## config.mk

```make
export PLATFORM = sky130hd
export DESIGN_NAME = glyph_bitmap_pixel_emitter_core_flat
export DESIGN_NICKNAME = d
export VERILOG_FILES = /design/src/rtl/core/gbpe_pkg.sv /design/src/rtl/core/gbpe_in_if.sv /design/src/rtl/core/gbpe_out_if.sv /design/src/rtl/core/gbpe_cfg_if.sv /design/src/rtl/core/gbpe_front.sv /design/src/rtl/core/gbpe_fifo.sv /design/src/rtl/core/gbpe_back.sv /design/src/rtl/core/glyph_bitmap_pixel_emitter_core.sv /design/src/flat_wrapper.sv
export SDC_FILE = /design/constraint.sdc
export NUM_CORES = 1
export LEC_CHECK = 0
export ABC_AREA = 0
export ABC_CLOCK_PERIOD_IN_PS = 9220
export BUFFER_PORTS_ARGS = -buffer_cell sky130_fd_sc_hd__buf_2
export CORE_MARGIN = 2
export CORE_UTILIZATION = 55
export DETAILED_ROUTE_END_ITERATION = 16
export PLACE_DENSITY = 0.78
export SETUP_SLACK_MARGIN = 0.1
export SYNTH_ARGS = -nofsm -noshare
export SYNTH_HDL_FRONTEND = slang
export SYNTH_HIERARCHICAL = 1
export SYNTH_SLANG_ARGS = --single-unit
```

## constraint.sdc

```tcl
create_clock -name clk -period 9.22 [get_ports clk]
set_clock_uncertainty 0.05 [all_clocks]
set_input_delay 0 -clock clk [delete_from_list [all_inputs] [get_ports clk]]
set_output_delay 0 -clock clk [all_outputs]
set_load 0.02 [all_outputs]
```

## src/rtl/core/gbpe_pkg.sv

```systemverilog
// ----------------------------------------------------------------------------
// gbpe_pkg: shared types and constants of the glyph bitmap pixel emitter
// Field widths, register codes, reset values and the queue entry type.
// ----------------------------------------------------------------------------
package gbpe_pkg;

  localparam int COL_W   = 10;
  localparam int ROW_W   = 16;
  localparam int BYTE_W  = 8;
  localparam int RB_W    = 6;
  localparam int LH_W    = 8;
  localparam int CFG_IW  = 1;
  localparam int CFG_DW  = 10;

  localparam logic [COL_W-1:0] WRAP_LIMIT_RST  = 10'd639;
  localparam logic [LH_W-1:0]  LINE_HEIGHT_RST = 8'd16;

  localparam int QDEPTH = 4;
  localparam int QAW    = $clog2(QDEPTH);

  typedef enum logic [0:0] {
    CMD_HEADER = 1'b0,
    CMD_DATA   = 1'b1
  } cmd_t;

  typedef enum logic [CFG_IW-1:0] {
    REG_WRAP_LIMIT  = 1'b0,
    REG_LINE_HEIGHT = 1'b1
  } cfg_idx_t;

  // One data byte, reduced to its pixels that fall inside the glyph
  typedef struct packed {
    logic [BYTE_W-1:0] mask;
    logic [COL_W-1:0]  x_base;
    logic [ROW_W-1:0]  y;
  } work_t;

  typedef struct packed {
    logic empty;
    logic full;
  } q_stat_t;

  // Offset from the MSB of the leftmost set bit
  function automatic logic [2:0] first_set(input logic [BYTE_W-1:0] m);
    logic [2:0] pos;
    logic       found;
    pos   = 3'd0;
    found = 1'b0;
    for (int i = 0; i < BYTE_W; i++) begin
      if (!found && m[BYTE_W-1-i]) begin
        pos   = 3'(i);
        found = 1'b1;
      end
    end
    return pos;
  endfunction

endpackage

```

## src/rtl/core/gbpe_in_if.sv

```systemverilog
// ----------------------------------------------------------------------------
// gbpe_in_if: input item channel
// Carries one glyph header or one bitmap byte per beat.
// ----------------------------------------------------------------------------
interface gbpe_in_if;
  logic                        valid;
  logic                        ready;
  logic                        command;
  logic [gbpe_pkg::BYTE_W-1:0] glyph_width;
  logic [gbpe_pkg::BYTE_W-1:0] glyph_height;
  logic [gbpe_pkg::BYTE_W-1:0] advance;
  logic [gbpe_pkg::BYTE_W-1:0] bitmap_byte;

  modport source (output valid, command, glyph_width, glyph_height, advance,
                  bitmap_byte, input ready);
  modport sink   (input valid, command, glyph_width, glyph_height, advance,
                  bitmap_byte, output ready);
endinterface

```

## src/rtl/core/gbpe_out_if.sv

```systemverilog
// ----------------------------------------------------------------------------
// gbpe_out_if: pixel result channel
// Carries one set pixel's screen coordinates per beat.
// ----------------------------------------------------------------------------
interface gbpe_out_if;
  logic                       valid;
  logic                       ready;
  logic [gbpe_pkg::COL_W-1:0] pixel_x;
  logic [gbpe_pkg::ROW_W-1:0] pixel_y;
  logic                       last_of_byte;

  modport source (output valid, pixel_x, pixel_y, last_of_byte, input ready);
  modport sink   (input valid, pixel_x, pixel_y, last_of_byte, output ready);
endinterface

```

## src/rtl/core/gbpe_cfg_if.sv

```systemverilog
// ----------------------------------------------------------------------------
// gbpe_cfg_if: configuration write channel
// Carries a register index and write data per beat.
// ----------------------------------------------------------------------------
interface gbpe_cfg_if;
  logic                        valid;
  logic                        ready;
  logic [gbpe_pkg::CFG_IW-1:0] index;
  logic [gbpe_pkg::CFG_DW-1:0] data;

  modport source (output valid, index, data, input ready);
  modport sink   (input valid, index, data, output ready);
endinterface

```

## src/rtl/core/gbpe_front.sv

```systemverilog
// ----------------------------------------------------------------------------
// gbpe_front: item classifier and glyph cursor
// Takes headers and data bytes, keeps cursor and glyph state, and queues
// the in-glyph pixel mask of each data byte.
// ----------------------------------------------------------------------------
module gbpe_front (
  input  logic                 clk,
  input  logic                 rst_n,
  gbpe_in_if.sink              in_ch,
  gbpe_cfg_if.sink             cfg_ch,
  input  gbpe_pkg::q_stat_t    q_stat,
  output logic                 push,
  output gbpe_pkg::work_t      push_work
);
  import gbpe_pkg::*;

  logic [COL_W-1:0]  wrap_limit_r, wrap_limit_nxt;
  logic [LH_W-1:0]   line_height_r, line_height_nxt;
  logic [COL_W-1:0]  cursor_col_r, cursor_col_nxt;
  logic [ROW_W-1:0]  cursor_row_r, cursor_row_nxt;
  logic [COL_W-1:0]  origin_col_r, origin_col_nxt;
  logic [ROW_W-1:0]  origin_row_r, origin_row_nxt;
  logic [BYTE_W-1:0] cur_width_r, cur_width_nxt;
  logic [BYTE_W-1:0] cur_height_r, cur_height_nxt;
  logic [RB_W-1:0]   row_bytes_r, row_bytes_nxt;
  logic [BYTE_W-1:0] row_index_r, row_index_nxt;
  logic [RB_W-1:0]   byte_in_row_r, byte_in_row_nxt;

  logic              accept;
  logic              active;
  logic [RB_W-1:0]   hdr_bytes;
  logic [COL_W:0]    wrap_sum;
  logic [COL_W-1:0]  hdr_col;
  logic [ROW_W-1:0]  hdr_row;
  logic [BYTE_W-1:0] col_base;
  logic [BYTE_W-1:0] in_mask;
  logic [BYTE_W:0]   col;
  logic [RB_W-1:0]   bir_inc;

  assign in_ch.ready  = !q_stat.full;
  assign cfg_ch.ready = 1'b1;
  assign accept       = in_ch.valid && in_ch.ready;

  // Classify the beat and work out the next glyph state
  always_comb begin
    wrap_limit_nxt  = wrap_limit_r;
    line_height_nxt = line_height_r;
    cursor_col_nxt  = cursor_col_r;
    cursor_row_nxt  = cursor_row_r;
    origin_col_nxt  = origin_col_r;
    origin_row_nxt  = origin_row_r;
    cur_width_nxt   = cur_width_r;
    cur_height_nxt  = cur_height_r;
    row_bytes_nxt   = row_bytes_r;
    row_index_nxt   = row_index_r;
    byte_in_row_nxt = byte_in_row_r;
    push            = 1'b0;

    hdr_bytes = {1'b0, in_ch.glyph_width[7:3]} + RB_W'(|in_ch.glyph_width[2:0]);
    hdr_bytes = hdr_bytes + RB_W'(hdr_bytes[0]);
    wrap_sum  = {1'b0, cursor_col_r} + (COL_W+1)'(in_ch.advance)
              + (COL_W+1)'(in_ch.glyph_width);
    if (wrap_sum > {1'b0, wrap_limit_r}) begin
      hdr_col = '0;
      hdr_row = cursor_row_r + ROW_W'(line_height_r);
    end else begin
      hdr_col = cursor_col_r;
      hdr_row = cursor_row_r;
    end

    active   = (row_bytes_r != '0) && (row_index_r < cur_height_r);
    col_base = {byte_in_row_r[4:0], 3'b000};
    for (int b = 0; b < BYTE_W; b++) begin
      col = {1'b0, col_base} + (BYTE_W+1)'(b);
      in_mask[BYTE_W-1-b] = in_ch.bitmap_byte[BYTE_W-1-b] &&
                            (col < {1'b0, cur_width_r});
    end
    bir_inc = byte_in_row_r + RB_W'(1);

    push_work.mask   = in_mask;
    push_work.x_base = origin_col_r + COL_W'(col_base);
    push_work.y      = origin_row_r + ROW_W'(row_index_r);

    if (cfg_ch.valid && cfg_ch.ready) begin
      unique case (cfg_ch.index)
        REG_WRAP_LIMIT:  wrap_limit_nxt  = cfg_ch.data[COL_W-1:0];
        REG_LINE_HEIGHT: line_height_nxt = cfg_ch.data[LH_W-1:0];
        default:         ;
      endcase
    end

    if (accept) begin
      if (in_ch.command == CMD_HEADER) begin
        row_bytes_nxt   = hdr_bytes;
        cur_width_nxt   = in_ch.glyph_width;
        cur_height_nxt  = in_ch.glyph_height;
        origin_col_nxt  = hdr_col;
        origin_row_nxt  = hdr_row;
        cursor_row_nxt  = hdr_row;
        cursor_col_nxt  = hdr_col + COL_W'(in_ch.glyph_width) + COL_W'(in_ch.advance);
        row_index_nxt   = '0;
        byte_in_row_nxt = '0;
      end else if (active) begin
        push = (in_mask != '0);
        if (bir_inc >= row_bytes_r) begin
          byte_in_row_nxt = '0;
          row_index_nxt   = row_index_r + BYTE_W'(1);
        end else begin
          byte_in_row_nxt = bir_inc;
        end
      end
    end
  end

  always_ff @(posedge clk) begin
    if (!rst_n) begin
      wrap_limit_r  <= WRAP_LIMIT_RST;
      line_height_r <= LINE_HEIGHT_RST;
      cursor_col_r  <= '0;
      cursor_row_r  <= '0;
      origin_col_r  <= '0;
      origin_row_r  <= '0;
      cur_width_r   <= '0;
      cur_height_r  <= '0;
      row_bytes_r   <= '0;
      row_index_r   <= '0;
      byte_in_row_r <= '0;
    end else begin
      wrap_limit_r  <= wrap_limit_nxt;
      line_height_r <= line_height_nxt;
      cursor_col_r  <= cursor_col_nxt;
      cursor_row_r  <= cursor_row_nxt;
      origin_col_r  <= origin_col_nxt;
      origin_row_r  <= origin_row_nxt;
      cur_width_r   <= cur_width_nxt;
      cur_height_r  <= cur_height_nxt;
      row_bytes_r   <= row_bytes_nxt;
      row_index_r   <= row_index_nxt;
      byte_in_row_r <= byte_in_row_nxt;
    end
  end

  // Walk through a row only inside a glyph of non-zero size
  a_row_in_range: assert property (@(posedge clk) disable iff (!rst_n)
    (row_bytes_r != '0) |-> (byte_in_row_r < row_bytes_r))
    else $error("byte position ran past the row");

endmodule

```

## src/rtl/core/gbpe_fifo.sv

```systemverilog
// ----------------------------------------------------------------------------
// gbpe_fifo: work queue between classifier and pixel serialiser
// Small register queue of pixel masks with full and empty flags.
// ----------------------------------------------------------------------------
module gbpe_fifo (
  input  logic               clk,
  input  logic               rst_n,
  input  logic               push,
  input  gbpe_pkg::work_t    push_work,
  input  logic               pop,
  output gbpe_pkg::work_t    head,
  output gbpe_pkg::q_stat_t  stat
);
  import gbpe_pkg::*;

  work_t           mem_r [QDEPTH];
  logic [QAW-1:0]  wr_ptr_r, wr_ptr_nxt;
  logic [QAW-1:0]  rd_ptr_r, rd_ptr_nxt;
  logic [QAW:0]    count_r, count_nxt;

  assign head       = mem_r[rd_ptr_r];
  assign stat.empty = (count_r == '0);
  assign stat.full  = (count_r == (QAW+1)'(QDEPTH));

  always_comb begin
    wr_ptr_nxt = push ? wr_ptr_r + QAW'(1) : wr_ptr_r;
    rd_ptr_nxt = pop  ? rd_ptr_r + QAW'(1) : rd_ptr_r;
    count_nxt  = count_r + (QAW+1)'(push) - (QAW+1)'(pop);
  end

  always_ff @(posedge clk) begin
    if (push) begin
      mem_r[wr_ptr_r] <= push_work;
    end
  end

  always_ff @(posedge clk) begin
    if (!rst_n) begin
      wr_ptr_r <= '0;
      rd_ptr_r <= '0;
      count_r  <= '0;
    end else begin
      wr_ptr_r <= wr_ptr_nxt;
      rd_ptr_r <= rd_ptr_nxt;
      count_r  <= count_nxt;
    end
  end

  a_no_overflow: assert property (@(posedge clk) disable iff (!rst_n)
    push |-> (!stat.full || pop))
    else $error("push into full queue");

  a_no_underflow: assert property (@(posedge clk) disable iff (!rst_n)
    pop |-> !stat.empty)
    else $error("pop from empty queue");

endmodule

```

## src/rtl/core/gbpe_back.sv

```systemverilog
// ----------------------------------------------------------------------------
// gbpe_back: pixel serialiser
// Emits the set pixels of one queued mask, leftmost first, one per cycle
// while the output is not stalled, through an output register.
// ----------------------------------------------------------------------------
module gbpe_back (
  input  logic               clk,
  input  logic               rst_n,
  input  gbpe_pkg::work_t    head,
  input  gbpe_pkg::q_stat_t  q_stat,
  output logic               pop,
  gbpe_out_if.source         out_ch
);
  import gbpe_pkg::*;

  logic [BYTE_W-1:0] mask_r, mask_nxt;
  logic [COL_W-1:0]  x_base_r, x_base_nxt;
  logic [ROW_W-1:0]  y_r, y_nxt;
  logic              out_valid_r, out_valid_nxt;
  logic [COL_W-1:0]  out_x_r, out_x_nxt;
  logic [ROW_W-1:0]  out_y_r, out_y_nxt;
  logic              out_last_r, out_last_nxt;

  logic              advance;
  logic              emit;
  logic [2:0]        sel;
  logic [BYTE_W-1:0] rest;

  assign out_ch.valid        = out_valid_r;
  assign out_ch.pixel_x      = out_x_r;
  assign out_ch.pixel_y      = out_y_r;
  assign out_ch.last_of_byte = out_last_r;

  always_comb begin
    advance = !out_valid_r || out_ch.ready;
    emit    = advance && (mask_r != '0);
    sel     = first_set(mask_r);
    rest    = mask_r & ~(BYTE_W'(8'h80) >> sel);

    mask_nxt      = mask_r;
    x_base_nxt    = x_base_r;
    y_nxt         = y_r;
    out_valid_nxt = out_valid_r && !out_ch.ready;
    out_x_nxt     = out_x_r;
    out_y_nxt     = out_y_r;
    out_last_nxt  = out_last_r;

    if (emit) begin
      out_valid_nxt = 1'b1;
      out_x_nxt     = x_base_r + COL_W'(sel);
      out_y_nxt     = y_r;
      out_last_nxt  = (rest == '0);
      mask_nxt      = rest;
    end

    // Refill as the current mask drains, so bytes follow without a gap
    pop = !q_stat.empty && ((mask_r == '0) || (emit && rest == '0));
    if (pop) begin
      mask_nxt   = head.mask;
      x_base_nxt = head.x_base;
      y_nxt      = head.y;
    end
  end

  always_ff @(posedge clk) begin
    x_base_r <= x_base_nxt;
    y_r      <= y_nxt;
    out_x_r  <= out_x_nxt;
    out_y_r  <= out_y_nxt;
    out_last_r <= out_last_nxt;
  end

  always_ff @(posedge clk) begin
    if (!rst_n) begin
      mask_r      <= '0;
      out_valid_r <= 1'b0;
    end else begin
      mask_r      <= mask_nxt;
      out_valid_r <= out_valid_nxt;
    end
  end

  a_load_nonempty: assert property (@(posedge clk) disable iff (!rst_n)
    pop |-> (head.mask != '0))
    else $error("queued entry carries no pixels");

  a_last_drains: assert property (@(posedge clk) disable iff (!rst_n)
    (emit && rest == '0 && !pop) |=> (mask_r == '0))
    else $error("mask not drained after last pixel");

endmodule

```

## src/rtl/core/glyph_bitmap_pixel_emitter_core.sv

```systemverilog
// ----------------------------------------------------------------------------
// glyph_bitmap_pixel_emitter_core: 1-bpp font glyph to pixel coordinate stream
// Front classifies headers and bitmap bytes and keeps the cursor; back
// serialises the set pixels of each byte; a short queue sits between them.
// ----------------------------------------------------------------------------
//  Channel  Dir  Payload                                           Beat
//  in_ch    in   command, glyph_width, glyph_height, advance,      header or
//                bitmap_byte                                       data byte
//  out_ch   out  pixel_x, pixel_y, last_of_byte                    one pixel
//  cfg_ch   in   index (0 wrap_limit, 1 line_height), data         reg write
//
//  The front takes one input beat per cycle while the queue has room; a
//  header or an empty byte finishes there and then.
//  The back emits one pixel per cycle while out_ch is not stalled, one per
//  set in-glyph pixel of a byte (up to eight); bytes run back to back.
//  Reset (synchronous, rst_n low) restores wrap_limit 639, line_height 16 and
//  clears cursor, glyph state, queue, serialiser and output valid.
//  An output stall holds the output register and the serialiser; the queue
//  (four entries) keeps taking bytes until it fills, then in_ch.ready drops.
//  Configuration writes are taken in any cycle.
// ----------------------------------------------------------------------------
module glyph_bitmap_pixel_emitter_core (
  input  logic       clk,
  input  logic       rst_n,
  gbpe_in_if.sink    in_ch,
  gbpe_cfg_if.sink   cfg_ch,
  gbpe_out_if.source out_ch
);
  import gbpe_pkg::*;

  logic    push;
  logic    pop;
  work_t   push_work;
  work_t   head;
  q_stat_t q_stat;

  // Classify beats, move the cursor, queue in-glyph pixel masks
  gbpe_front u_front (
    .clk       (clk),
    .rst_n     (rst_n),
    .in_ch     (in_ch),
    .cfg_ch    (cfg_ch),
    .q_stat    (q_stat),
    .push      (push),
    .push_work (push_work)
  );

  // Decouple the two sides
  gbpe_fifo u_fifo (
    .clk       (clk),
    .rst_n     (rst_n),
    .push      (push),
    .push_work (push_work),
    .pop       (pop),
    .head      (head),
    .stat      (q_stat)
  );

  // Drain one pixel per cycle, while the output is not stalled, into the output register
  gbpe_back u_back (
    .clk    (clk),
    .rst_n  (rst_n),
    .head   (head),
    .q_stat (q_stat),
    .pop    (pop),
    .out_ch (out_ch)
  );

endmodule
```

## src/flat_wrapper.sv

```systemverilog
// flat-port wrapper written by rule: the top's interface ports become plain ports
module glyph_bitmap_pixel_emitter_core_flat import gbpe_pkg::*;
  (clk, rst_n, in_ch_valid, in_ch_command, in_ch_glyph_width, in_ch_glyph_height, in_ch_advance, in_ch_bitmap_byte, in_ch_ready, cfg_ch_valid, cfg_ch_index, cfg_ch_data, cfg_ch_ready, out_ch_valid, out_ch_pixel_x, out_ch_pixel_y, out_ch_last_of_byte, out_ch_ready);
  gbpe_in_if in_ch_i ();
  gbpe_cfg_if cfg_ch_i ();
  gbpe_out_if out_ch_i ();
  input  logic clk;
  input  logic rst_n;
  input wire logic [$bits(in_ch_i.valid)-1:0] in_ch_valid;
  input wire logic [$bits(in_ch_i.command)-1:0] in_ch_command;
  input wire logic [$bits(in_ch_i.glyph_width)-1:0] in_ch_glyph_width;
  input wire logic [$bits(in_ch_i.glyph_height)-1:0] in_ch_glyph_height;
  input wire logic [$bits(in_ch_i.advance)-1:0] in_ch_advance;
  input wire logic [$bits(in_ch_i.bitmap_byte)-1:0] in_ch_bitmap_byte;
  output wire logic [$bits(in_ch_i.ready)-1:0] in_ch_ready;
  input wire logic [$bits(cfg_ch_i.valid)-1:0] cfg_ch_valid;
  input wire logic [$bits(cfg_ch_i.index)-1:0] cfg_ch_index;
  input wire logic [$bits(cfg_ch_i.data)-1:0] cfg_ch_data;
  output wire logic [$bits(cfg_ch_i.ready)-1:0] cfg_ch_ready;
  output wire logic [$bits(out_ch_i.valid)-1:0] out_ch_valid;
  output wire logic [$bits(out_ch_i.pixel_x)-1:0] out_ch_pixel_x;
  output wire logic [$bits(out_ch_i.pixel_y)-1:0] out_ch_pixel_y;
  output wire logic [$bits(out_ch_i.last_of_byte)-1:0] out_ch_last_of_byte;
  input wire logic [$bits(out_ch_i.ready)-1:0] out_ch_ready;
  assign in_ch_i.valid = in_ch_valid;
  assign in_ch_i.command = in_ch_command;
  assign in_ch_i.glyph_width = in_ch_glyph_width;
  assign in_ch_i.glyph_height = in_ch_glyph_height;
  assign in_ch_i.advance = in_ch_advance;
  assign in_ch_i.bitmap_byte = in_ch_bitmap_byte;
  assign in_ch_ready = in_ch_i.ready;
  assign cfg_ch_i.valid = cfg_ch_valid;
  assign cfg_ch_i.index = cfg_ch_index;
  assign cfg_ch_i.data = cfg_ch_data;
  assign cfg_ch_ready = cfg_ch_i.ready;
  assign out_ch_valid = out_ch_i.valid;
  assign out_ch_pixel_x = out_ch_i.pixel_x;
  assign out_ch_pixel_y = out_ch_i.pixel_y;
  assign out_ch_last_of_byte = out_ch_i.last_of_byte;
  assign out_ch_i.ready = out_ch_ready;
  glyph_bitmap_pixel_emitter_core u_core (.clk(clk), .rst_n(rst_n), .in_ch(in_ch_i), .cfg_ch(cfg_ch_i), .out_ch(out_ch_i));
endmodule
```

# Yosys cells after proc, flatten, opt, wreduce, memory -nomap -nowiden
# Memories as Yosys holds them, arrays and structs flattened. A register that Yosys moved wholly into a read port is not among the register bits.
# Index checks and enable logic that the tools add are counted.
# op_classes
muxes	32
order_cmp	11
shift	1
n_reduce_logical	48
n_eq_ne	3
add_sub_neg	23
bitwise_logic	4
# op_table
op	count
less-than comparator 9 x 8 -> 1 bit	7
two-way mux 8 bit	5
adder 8 x 3 -> 9 bit (second input constant)	4
adder 16 x 8 -> 16 bit	2
adder 10 x 8 -> 10 bit	3
logical AND 1 bit	21
adder 8 x 2 -> 9 bit (second input constant)	2
two-way mux 3 bit	6
two-way mux 6 bit	3
zero test 8 bit	2
less-than comparator 8 bit	2
two-way mux 16 bit	1
nonzero test 8 bit	2
two-way mux 1 bit	14
adder 10 x 8 -> 11 bit	1
adder 11 x 8 -> 11 bit	1
> comparator 11 x 10 -> 1 bit	1
zero test 1 bit	11
adder 10 x 3 -> 10 bit	1
two-way mux 10 bit	1
adder 8 x 1 -> 9 bit (second input constant)	1
adder 8 x 1 -> 8 bit (second input constant)	1
bitwise AND 8 bit	1
NOT 8 bit	1
19 further kinds	28
# totals
out_inout_bits	30
in_bits	49
reg_bits	159
memories	1
ramBits	136
elab_cells	143
# memory_table
name	depth	word_bits	rd	rd_ports_with_merged_regs	write_ports	line	source
u_core.u_fifo.mem_r	4	34	1	1	1	gbpe_fifo.sv:16	work_t mem_r [QDEPTH];

# Longest topological paths before layout
# Gate-level depths: netlist of run 1.
# logic_depth
word_depth	31
ltp_mapped	28
mapped_depth_nobuf	26

# Modules after synthesis
# The synthesis of run 1 kept the hierarchy.
# by_module_without_submodules
module	area_each_um2	seq_area_each_um2	instances	cells_per_inst
gbpe_front	6565.0	1781.7	1	825
gbpe_fifo	5397.7	4264.1	1	221
gbpe_back	2382.3	1771.7	1	156

# Least setup slack after synthesis of run 1
# OpenSTA, ideal clock, no wires.
# synth_timing
path_kind	reg2reg
from	register u_core.u_front.cursor_col_r[1]
to	register u_core.u_front.cursor_col_r[9]
period_less_slack_ns	5.937
t_required_ns	9.038
path_stages_with_launch	28
arrival_time_ns	5.755
setup_slack_ns	3.283
path_cell_list	dfxtp_1 -> fa_1 -> ha_1 -> fa_1 -> a21o_1 -> a21oi_1 -> nor2b_1 -> o21a_1 -> o41a_1 -> xor2_1 -> ha_1 -> a21oi_1 -> nor4b_1 -> o211a_1 -> buf_2 -> buf_1 -> nand2_1 -> inv_1 -> fa_1 -> ha_1 -> inv_1 -> fa_1 -> nor2b_1 -> o21ai_0 -> a21oi_1 -> o41ai_1 -> o31a_1 -> a31oi_1
# synth_via
elab_chain_cells	6
# synth_rtl
item	line	source
start, declared	gbpe_front.sv:19	logic [COL_W-1:0] cursor_col_r, cursor_col_nxt;
start signal, assigned	gbpe_front.sv:131	cursor_col_r <= cursor_col_nxt;
adder 10 x 8 -> 11 bit	gbpe_front.sv:61	wrap_sum = {1'b0, cursor_col_r} + (COL_W+1)'(in_ch.advance)
adder 11 x 8 -> 11 bit	gbpe_front.sv:62	+ (COL_W+1)'(in_ch.glyph_width);
> comparator 11 x 10 -> 1 bit	gbpe_front.sv:63	if (wrap_sum > {1'b0, wrap_limit_r}) begin
two-way mux 10 bit *	gbpe_front.sv:63	
via u_core.u_front.hdr_col[1]	gbpe_front.sv:33	logic [COL_W-1:0] hdr_col;
adder 10 x 8 -> 10 bit * (2 in a row)	gbpe_front.sv:100	cursor_col_nxt = hdr_col + COL_W'(in_ch.glyph_width) + COL_W'(in_ch.advance);
# Mark *: on every way through the listed nets, which the timed path passes. The rest lies on a longest branch.
# A chain may end at the register's enable or synchronous reset.

# Worst setup path in the final report of run 1
# Same ends and word-level chain as after synthesis.

==> results of run 1 <==
## power by group through the flow
stage / combinational [mW] / sequential, mW / clock [mW]
3_3_place_gp: 1.21 / 1.90 / 0
6_report: 1.27 / 1.87 / 1.39
5_1_grt: 1.42 / 1.90 / 1.46
4_1_cts: 1.28 / 1.87 / 1.40
3_5_place_dp: 1.25 / 1.90 / 0
2_1_floorplan: 0.954 / 1.90 / 0
## cells in the final DEF, fill, tap and decap left out, types with 14 or more instances in the layout
master         instances
edfxtp_1             189
nand2_1              127
dfxtp_1              105
a21oi_1               85
inv_1                 84
ha_1                  79
buf_2                 77
nor2_1                53
nand3_1               52
dlygate4sd3_1         46
o21ai_0               44
clkbuf_16             31
xnor2_1               31
mux4_2                30
fa_1                  23
xor2_1                19
nand2b_1              15
o211ai_1              14
## cell type report
class                      count  area, um2
antenna                        1      2.502
clock buffer                  38      822.0
clock inverter                18      329.1
fill                        1912       9270
inverter                      85      319.1
multi-input combinational    770       5934
sequential                   296       7820
tap                          335      419.2
timing repair buffer         133      920.9
## per-stage QoR
stage	area, um2	setup WS (ns)	utilization	power (mW)
floorplan	14350	3.283	-	2.851
global placement	14950	2.696	0.5787	3.105
detailed placement	14950	2.573	0.5787	3.152
CTS	16560	2.471	0.6411	4.556
global route	16560	1.703	0.6411	4.779
finish	16570	2.424	0.6412	4.528
## registers in the layout, indices dropped and copies added, names as in the netlist, 10 cells and up, named ones only
| name | cells |
|---|---|
| u_core/u_fifo/mem_r | 136 |
| u_core/u_back/y_r | 16 |
| u_core/u_front/origin_row_r | 16 |
| u_core/u_front/origin_col_r | 10 |
| u_core/u_front/cursor_col_r | 10 |
| u_core/u_back/out_ch.pixel_x | 10 |
| u_core/u_front/wrap_limit_r | 10 |
| u_core/u_back/out_ch.pixel_y | 16 |
| u_core/u_back/x_base_r | 10 |
## worst max path at each step
stage	end	cells after the start	startpoint	slack (ns)
floorplan	u_core/u_front/cursor_col_r[9]	27	u_core/u_front/cursor_col_r[1]	3.28
global placement	u_core/u_front/cursor_col_r[9]	25	u_core/u_front/cursor_col_r[1]	2.70
detailed placement	u_core/u_front/cursor_col_r[9]	25	u_core/u_front/cursor_col_r[1]	2.57
CTS	u_core/u_front/cursor_col_r[9]	25	u_core/u_front/cursor_col_r[1]	2.47
global route	u_core/u_front/cursor_col_r[9]	25	u_core/u_front/cursor_col_r[1]	1.70
finish	u_core/u_front/cursor_col_r[9]	25	u_core/u_front/cursor_col_r[1]	2.42
## worst max-delay path, cell delays in order (launching register included)
cell     delay [ns]
dfxtp_1        0.38
fa_1           0.45
ha_1           0.26
fa_1           0.41
a21o_1         0.17
a21oi_1        0.21
nor2b_1        0.07
o21a_1         0.18
o41a_1         0.32
xor2_1         0.15
ha_1           0.30
a21oi_1        0.19
nor4b_1        0.36
o211a_1        0.83
nand2_1        0.17
inv_1          0.11
fa_1           0.43
ha_1           0.23
inv_1          0.08
fa_1           0.20
nor2b_1        0.05
o21ai_0        0.19
a21oi_1        0.13
o41ai_1        0.44
o31a_1         0.18
a31oi_1        0.08
## layer usage
layer / global-route usage / wire, um / vias up
met5: 0 / 0 / -
met2: 0.3601 / 14060 / 251
met3: 0.03022 / 1407 / 51
met1: 0.2983 / 13020 / 4613
li1: - / - / 4630
met4: 0.05995 / 661 / 0
## cell families after synthesis
family | Yosys count | share of synthesized area
and+or+nand+nor | 345 | 0.1183
muxes | 41 | 0.05931
buffers and inverters | 136 | 0.04169
adders and majority gates | 103 | 0.1017
DFF | 296 | 0.5450
other | 1 | 0.0002614
xor gates and xnor gates | 51 | 0.03218
AOI/OAI and AO/OA | 229 | 0.1016
## what timing repair did
action,CTS,global route
hold buffers,46,0
setup buffers,0,0
endpoints found under the hold margin,72,0
gates resized for setup,0,0
==> impl_metrics.env, run 1 <==
export IMPL_outcome="complete, no violations"
export IMPL_final_nets=1467
export IMPL_power_net_switching_mw=1.410
export IMPL_worstPathArrival_ns=7.15
export IMPL_gp_congestion=0.9004
export IMPL_clockBufferDepth=3
export IMPL_root_buffer="clkbuf_16"
export IMPL_syn_num_nets=1353
export IMPL_grt_first_pass_wirelength_um=46840
export IMPL_syn_to_final_growth_pct=15.49
export IMPL_route_detailed_drc=0
export IMPL_cts_sinks=296
export IMPL_grt_overflow=0
export IMPL_whs_path_depth=3
export IMPL_hold_class="in -> reg"
export IMPL_p_clk_frac=0.306
export IMPL_core_region_area_mm2=0.02584
export IMPL_timing_hold_ws_ns=0.02542
export IMPL_yosysMostFrequentCell="edfxtp_1"
export IMPL_maxSlewViolCount=0
export IMPL_min_from="rst_n"
export IMPL_synth_main_ff_cell="edfxtp_1"
export IMPL_dieArea_mm2=0.02739
export IMPL_firstDrtPassIters=7
export IMPL_ir_worst_vdd_mv=0.2153
export IMPL_clk_latency_ns=0.56
export IMPL_dp_cells=1573
export IMPL_pwr_share_comb=0.281
export IMPL_fin_crit_sh=0.7371
export IMPL_slew_headroom=0.2233
export IMPL_htreeDepth=1
export IMPL_wl_per_cell_um=17.40
export IMPL_grt_antenna_before_repair=1
export IMPL_synth_edf_count=189
export IMPL_synth_cells=1202
export IMPL_synth_area_top_cells="edfxtp_1 40%, dfxtp_1 15%, ha_1 6.9%"
export IMPL_cts_made_buffers=30
export IMPL_grt_pass1_vias=9316
export IMPL_critPathKind="reg -> reg"
export IMPL_die_height_um=165.5
export IMPL_p_int_mw=3.118
export IMPL_vias=9545
export IMPL_start_util=0.5552
export IMPL_totalWireLength_um=29160
export IMPL_ys_warn_count=6
export IMPL_cts_tree="done"
export IMPL_regToRegStartpoint="u_core/u_front/cursor_col_r[1]"
export IMPL_yosysSeqAreaShare=0.5450
export IMPL_startpoint_type="flip-flop"
export IMPL_r2r_end="u_core/u_front/cursor_col_r[9]"
export IMPL_syn_area_per_cell_um2=11.93
export IMPL_cp_data_required_time_ns=9.57
export IMPL_cellPowerDensity_mw_per_mm2=273.3
export IMPL_grt_start_max_net_pins=63
export IMPL_die_w_um=165.5
export IMPL_clkTransAtPathRegs_ns=0.06
export IMPL_ant_nets=0
export IMPL_leakagePower_nw=6.444
export IMPL_fmax_mhz=147.2
export IMPL_synth_seq_cells=296
export IMPL_via_per_inst=5.695
export IMPL_setup_viol=0
export IMPL_min_to="u_core/u_front/line_height_r[4]"
export IMPL_min_period_ns=6.796
export IMPL_cp_max_fo=31
export IMPL_synth_top_area_cell="edfxtp_1"
export IMPL_stdcell_count=1676
export IMPL_netlist_area_leader_share=0.3956
export IMPL_switching_share=0.3114
export IMPL_synth_common_cells="189 x edfxtp_1, 127 x nand2_1, 107 x dfxtp_1, 85 x a21oi_1, 85 x inv_1"
export IMPL_ios=79
export IMPL_dpl_hpwl_um=19120
export IMPL_rows=59
export IMPL_endpoint_kind="flip-flop"
export IMPL_ys_types=75
export IMPL_rsz0062_at_grt="no"
export IMPL_grt_usage=0.2160
export IMPL_portBuffers=77
export IMPL_hold_violations=0
export IMPL_r2r_setup_slack_ns=2.42
export IMPL_tns_ns=0
export IMPL_p_seq_frac=0.413
export IMPL_drive_above_1_share=0.1351
export IMPL_rr_worst_depth=25
export IMPL_async_flop_share=0
export IMPL_syn_area_mm2=0.01435
export IMPL_cap_violations=0
export IMPL_worst_pin_slew_ns=1.164
export IMPL_dr_first_iter_drc_count=734
(Power assumes the default switching activity.)
==> run 2, diff against run 1 <==
--- a/config.mk
+++ b/config.mk
@@ -5,8 +5,8 @@
 export SDC_FILE = /design/constraint.sdc
 export NUM_CORES = 1
 export LEC_CHECK = 0
-export ABC_AREA = 0
-export ABC_CLOCK_PERIOD_IN_PS = 9220
+export ABC_AREA = 1
+export ABC_CLOCK_PERIOD_IN_PS = 7100
 export BUFFER_PORTS_ARGS = -buffer_cell sky130_fd_sc_hd__buf_2
 export CORE_MARGIN = 2
 export CORE_UTILIZATION = 55
==> constraint.sdc (replaced) <==
create_clock -name clk -period 7.1 [get_ports clk]
set_clock_uncertainty 0.05 [all_clocks]
set_input_delay 0 -clock clk [delete_from_list [all_inputs] [get_ports clk]]
set_output_delay 0 -clock clk [all_outputs]
set_load 0.02 [all_outputs]
==> run 2 against run 1 <==
Fmax increased by 28%. Routed wire length grew 8.6%. First-iteration DRC count rose by 7.6%. Core utilization is 0.34 points lower. Die area grew 5.8%. Critical endpoint unchanged.
==> impl_metrics.env, run 2 <==
export IMPL_grt_busiest_layer="met2"
export IMPL_startpoint_type="flip-flop"
export IMPL_regArea_mm2=0.007823
export IMPL_leakagePower_nw=7.449
export IMPL_outcome="complete, no violations"
export IMPL_fin_crit_sh=0.7501
export IMPL_die_height_um=170.3
export IMPL_cellPowerDensity_mw_per_mm2=334.3
export IMPL_cts_made_buffers=30
export IMPL_rows=60
export IMPL_critPathKind="reg -> reg"
export IMPL_worst_pin_slew_ns=1.141
export IMPL_hold_class="in -> reg"
export IMPL_cp_data_required_time_ns=7.49
export IMPL_grt_first_pass_wirelength_um=51250
export IMPL_fmax_mhz=187.8
export IMPL_dpl_hpwl_um=21740
export IMPL_dr_first_iter_drc_count=790
export IMPL_holdBufCountCts=50
export IMPL_p_int_mw=3.787
export IMPL_synth_common_cells="301 x nand2_1, 246 x inv_1, 189 x edfxtp_1, 107 x a21oi_1, 107 x dfxtp_1"
export IMPL_setup_ws_ns=1.774
export IMPL_firstDrtPassIters=5
export IMPL_fillers=2161
export IMPL_power_net_switching_mw=1.976
export IMPL_hold_violations=0
export IMPL_ios=79
export IMPL_multi_input_area_mm2=0.006107
export IMPL_syn_to_final_growth_pct=13.37
export IMPL_slew_headroom=0.2382
export IMPL_cp_max_fo=19
export IMPL_htreeDepth=1
export IMPL_via_per_inst=5.323
export IMPL_synth_edf_count=189
export IMPL_grt_use_met1=0.2959
export IMPL_grt_util_met3=0.03047
export IMPL_clockBufferDepth=3
export IMPL_switching_share=0.3428
export IMPL_clk_latency_ns=0.54
export IMPL_route_detailed_drc=0
export IMPL_endpoint_kind="flip-flop"
export IMPL_final_cell_mix="301 x nand2_1, 242 x inv_1, 189 x edfxtp_1"
export IMPL_syn_area_per_cell_um2=9.604
export IMPL_root_buffer="clkbuf_16"
export IMPL_ys_types=57
export IMPL_grt_util_met2=0.3678
export IMPL_synth_seq_cells=296
export IMPL_vias=10980
export IMPL_core_region_area_mm2=0.02703
export IMPL_grt_antenna_before_repair=0
export IMPL_place_ws_ns=1.825
export IMPL_tns_ns=0
export IMPL_final_common_cell="nand2_1"
export IMPL_setup_viol=0
export IMPL_cts_tree="done"
export IMPL_maxSlewViolCount=0
export IMPL_grt_overflow=0
export IMPL_min_period_ns=5.326
export IMPL_clkTransAtPathRegs_ns=0.06
export IMPL_cts_setup_buffers=0
export IMPL_syn_area_mm2=0.01520
export IMPL_grt_usage=0.2197
export IMPL_wl_per_cell_um=15.36
export IMPL_totalWireLength_um=31670
export IMPL_largest_reg_flops=136
export IMPL_grt_start_max_net_pins=73
export IMPL_async_flop_share=0
export IMPL_synth_cells=1583
export IMPL_portBuffers=77
export IMPL_final_nets=1848
export IMPL_syn_num_nets=1734
export IMPL_ys_warn_count=6
export IMPL_cpPeakStageDelay_ns=0.43
export IMPL_p_seq_frac=0.414
export IMPL_ir_worst_vdd_mv=0.1970
export IMPL_cpMostUsedCell="nand2_1"
export IMPL_p_clk_frac=0.278
export IMPL_gp_congestion=0.9566
export IMPL_synth_top_area_cell="edfxtp_1"
export IMPL_yosysSeqAreaShare=0.5142
export IMPL_drive_above_1_share=0.1121
export IMPL_netlist_area_leader_share=0.3733
export IMPL_rsz0062_at_grt="no"
export IMPL_crit_slowest_cell="fa_1"
export IMPL_top_register="u_core/u_fifo/mem_r"
export IMPL_cap_violations=0
export IMPL_synth_area_top_cells="edfxtp_1 37%, dfxtp_1 14%, nand2_1 7.4%"
export IMPL_synth_main_ff_cell="edfxtp_1"
export IMPL_ant_nets=0
export IMPL_pwr_share_comb=0.308
export IMPL_yosysMostFrequentCell="nand2_1"
export IMPL_start_util=0.5625
export IMPL_cts_resized=0
export IMPL_grt_pass1_vias=10540
export IMPL_antenna_cells=0
export IMPL_dieArea_mm2=0.02899
export IMPL_worstPathArrival_ns=5.71
export IMPL_die_w_um=170.3
export IMPL_cts_sinks=296
[run 2: cell types whose count changed after synthesis, sizes merged, moves of 24 or more]
cell,before,now
nand3,52,84
inv,85,248
mux4,34,0
a21oi,85,110
o211ai,15,52
nand2,127,310
o21ai,52,89
xor2,19,43
nor2,53,107
[run 2: area by class of cell]
type                       instances  share of cell area
clock buffer                      46             0.05161
clock inverter                    10            0.007549
inverter                         251             0.05481
multi-input combinational        987              0.3543
sequential                       296              0.4538
tap                              341             0.02475
timing repair buffer             131             0.05314
[run 2: path summary, 6_finish.rpt]
path                            slack [ns]                               end  cells after the start                      startpoint
worst max-delay path                  1.77    u_core/u_front/cursor_col_r[9]                     29  u_core/u_front/cursor_col_r[1]
worst min-delay path                  0.05    u_core/u_front/cursor_col_r[8]                      6                     in_ch_valid
worst max register to register        1.77    u_core/u_front/cursor_col_r[9]                     29  u_core/u_front/cursor_col_r[1]
worst min register to register        0.37  u_core/u_back/out_ch.pixel_y[13]                      0           u_core/u_back/y_r[13]
[run 2: cell families after synthesis]
logic type / count (synthesis) / synth area share
AND/OR/NAND/NOR: 542 / 0.1569
buffers and inverters: 300 / 0.08411
flip-flops: 296 / 0.5142
AO/OA/AOI/OAI: 289 / 0.1187
adder cells (fa/ha/maj): 102 / 0.09530
XOR/XNOR: 53 / 0.03053
other: 1 / 0.0002467
[run 2: power by group through the flow]
stage	combinational (mW)	sequential [mW]	clock, mW
global placement	1.68	2.41	0
finish	1.78	2.39	1.60
detailed placement	1.73	2.42	0
floorplan	1.28	2.47	0
global route	2.00	2.42	1.70
CTS	1.77	2.39	1.62
[run 2: worst max-delay path: cells and delay by family, from the launching register on]
family | cells | cell delay (ns)
adders and majority gates | 7 | 2.31
and+or+nand+nor | 14 | 1.43
AOI/OAI and AO/OA | 3 | 0.64
DFF | 1 | 0.35
buffers and inverters | 4 | 0.28
xor gates and xnor gates | 1 | 0.16
[run 2: routing by layer]
| metal | routed length (um) | part of all wire |
|---|---|---|
| met5 | 0 | 0 |
| met4 | 847 | 0.027 |
| met1 | 14250 | 0.45 |
| met3 | 1725 | 0.054 |
| met2 | 14850 | 0.47 |
[run 2: stage by stage]
step	cell area [um2]	instances	hold slack (ns)	total power, mW	utilization
after floorplan	15200	1583	0.04345	3.755	-
after global placement	15720	1956	0.1731	4.094	0.5815
after CTS	17240	2062	0.01627	5.782	0.6378
after detailed placement	15720	1956	0.1781	4.158	0.5815
final	17240	2062	0.04673	5.763	0.6378
after global routing	17240	2062	0.06076	6.119	0.6378
==> run 3, diff against run 2 <==
--- a/config.mk
+++ b/config.mk
@@ -6,7 +6,7 @@
 export NUM_CORES = 1
 export LEC_CHECK = 0
 export ABC_AREA = 1
-export ABC_CLOCK_PERIOD_IN_PS = 7100
+export ABC_CLOCK_PERIOD_IN_PS = 5550
 export BUFFER_PORTS_ARGS = -buffer_cell sky130_fd_sc_hd__buf_2
 export CORE_MARGIN = 2
 export CORE_UTILIZATION = 55
==> constraint.sdc (replaced) <==
create_clock -name clk -period 5.55 [get_ports clk]
set_clock_uncertainty 0.05 [all_clocks]
set_input_delay 0 -clock clk [delete_from_list [all_inputs] [get_ports clk]]
set_output_delay 0 -clock clk [all_outputs]
set_load 0.02 [all_outputs]
==> run 3 against run 2 <==
Worst hold slack improved by 0.10 ns. Largest cell class unchanged. Clock power up 24%. Via count up 0.98%. Critical path depth decreased by 2. Power up 28%. Routed wire length is 0.67% higher. Worst setup slack got worse by 1.4 ns. Combinational power grew 30%. Die area did not move. Cell count increased by 0.53%. Critical path type unchanged. Sequential power is 28% higher.
==> impl_metrics.env, run 3 (same netlist as run 2, synthesis figures left out) <==
export IMPL_outcome="complete, no violations"
export IMPL_largest_reg_flops=136
export IMPL_dpl_hpwl_um=21770
export IMPL_cp_data_required_time_ns=5.96
export IMPL_cellPowerDensity_mw_per_mm2=425.1
export IMPL_final_common_cell="nand2_1"
export IMPL_htreeDepth=1
export IMPL_clkTransAtPathRegs_ns=0.06
export IMPL_grt_busiest_layer="met2"
export IMPL_slew_headroom=0.2232
export IMPL_die_w_um=170.3
export IMPL_syn_to_final_growth_pct=13.71
export IMPL_total_power_mw=7.349
export IMPL_cts_made_buffers=31
export IMPL_wl_per_cell_um=15.38
export IMPL_start_util=0.5625
export IMPL_min_period_ns=5.175
export IMPL_dieArea_mm2=0.02899
export IMPL_grt_overflow=0
export IMPL_route_detailed_drc=0
export IMPL_hold_class="in -> reg"
export IMPL_gp_congestion=0.9288
export IMPL_portBuffers=77
export IMPL_final_nets=1858
export IMPL_grt_pass1_vias=10560
export IMPL_rsz0062_at_grt="yes"
export IMPL_core_region_area_mm2=0.02703
export IMPL_hold_violations=0
export IMPL_via_per_inst=5.347
export IMPL_final_cell_mix="301 x nand2_1, 242 x inv_1, 189 x edfxtp_1"
export IMPL_setup_viol=0
export IMPL_startpoint_type="flip-flop"
export IMPL_die_height_um=170.3
export IMPL_critPathKind="reg -> reg"
export IMPL_fmax_mhz=193.2
export IMPL_placed_cell_area_mm2=0.01573
export IMPL_drive_above_1_share=0.1103
export IMPL_grt_start_max_net_pins=73
export IMPL_vias=11090
export IMPL_clk_latency_ns=0.57
export IMPL_grt_util_met2=0.3791
export IMPL_totalWireLength_um=31890
export IMPL_worstPathArrival_ns=5.58
export IMPL_ant_nets=0
export IMPL_cap_violations=0
export IMPL_firstDrtPassIters=5
export IMPL_cts_sinks=296
export IMPL_cts_tree="done"
export IMPL_dr_first_iter_drc_count=678
export IMPL_antenna_cells=0
export IMPL_ios=79
export IMPL_maxSlewViolCount=0
export IMPL_grt_util_met3=0.03070
export IMPL_cp_max_fo=7
export IMPL_grt_use_met1=0.2932
export IMPL_grt_antenna_before_repair=0
export IMPL_ir_worst_vdd_mv=0.2758
export IMPL_grt_first_pass_wirelength_um=51590
export IMPL_fin_area_mm2=0.01729
export IMPL_clockBufferDepth=3
export IMPL_root_buffer="clkbuf_16"
export IMPL_leakagePower_nw=7.454
export IMPL_rows=60
export IMPL_grt_usage=0.2216
export IMPL_fin_crit_sh=0.9325
export IMPL_endpoint_kind="flip-flop"
export IMPL_top_register="u_core/u_fifo/mem_r"
export IMPL_tns_ns=0
export IMPL_worst_pin_slew_ns=1.164
[run 3: critical path, cell delays in order (launching register included)]
cell	delay [ns]
dfxtp_1	0.35
fa_1	0.42
ha_1	0.25
fa_1	0.41
nand3_1	0.10
nand2_1	0.10
a21oi_1	0.14
nor2_1	0.05
nor2_1	0.12
xor2_1	0.16
inv_1	0.06
ha_1	0.28
and3_1	0.17
nand2_1	0.08
nand2_1	0.05
nand2_1	0.10
nand3_4	0.13
buf_4	0.19
nor2_1	0.18
fa_1	0.45
ha_1	0.38
nand2_1	0.07
o211ai_1	0.29
nand2_1	0.11
a31oi_2	0.16
nand3_1	0.10
nand2_1	0.07
nor2_1	0.04
[run 3: layer usage]
metal | routed length (um) | vias up
met3 | 1815 | 60
li1 | - | 5536
met5 | 0 | -
met1 | 14060 | 5139
met2 | 15200 | 350
met4 | 809 | 0
[run 3: final cells by class]
type,instances,area [um2]
flip-flops and latches,296,7823
repair buffers,140,993.5
multi-input cells,987,6116
well taps,341,426.7
clock inverters,11,128.9
clock buffers,47,855.8
inverters,251,944.7
fillers,2150,9738
[run 3: repair_timing]
| item | in CTS | in global routing |
|---|---|---|
| endpoints found under the setup margin | 0 | 4 |
| endpoints found under the hold margin | 111 | 0 |
| setup buffers | 0 | 3 |
| gates resized for setup | 0 | 2 |
| hold buffers | 54 | 0 |
[run 3: path summary, 6_finish.rpt]
path	from	to	slack, ns	cells past startpoint
setup / recovery	u_core/u_front/cursor_col_r[1]	u_core/u_front/cursor_col_r[9]	0.37	27
hold / removal	in_ch_advance[4]	u_core/u_front/cursor_col_r[4]	0.15	5
setup reg to reg	u_core/u_front/cursor_col_r[1]	u_core/u_front/cursor_col_r[9]	0.37	27
hold reg to reg	u_core/u_back/y_r[7]	u_core/u_back/out_ch.pixel_y[7]	0.37	0
[run 3: report_power, final]
part,total (mW),switching (mW),internal (mW)
sequential,3.05,0.190,2.86
combinational,2.31,1.54,0.768
clock,1.99,0.824,1.16
[run 3: stage by stage]
| step | hold WS [ns] | setup slack, ns | cells | utilization |
|---|---|---|---|---|
| final | 0.1498 | 0.3747 | 2073 | 0.6397 |
| after CTS | 0.1238 | 0.2653 | 2070 | 0.6385 |
| after detailed placement | 0.1855 | 0.2705 | 1958 | 0.5821 |
| after floorplan | 0.04345 | 0.8152 | 1583 | - |
| after global routing | 0.1666 | 0.08390 | 2073 | 0.6397 |
| after global placement | 0.1733 | 0.4198 | 1958 | 0.5821 |
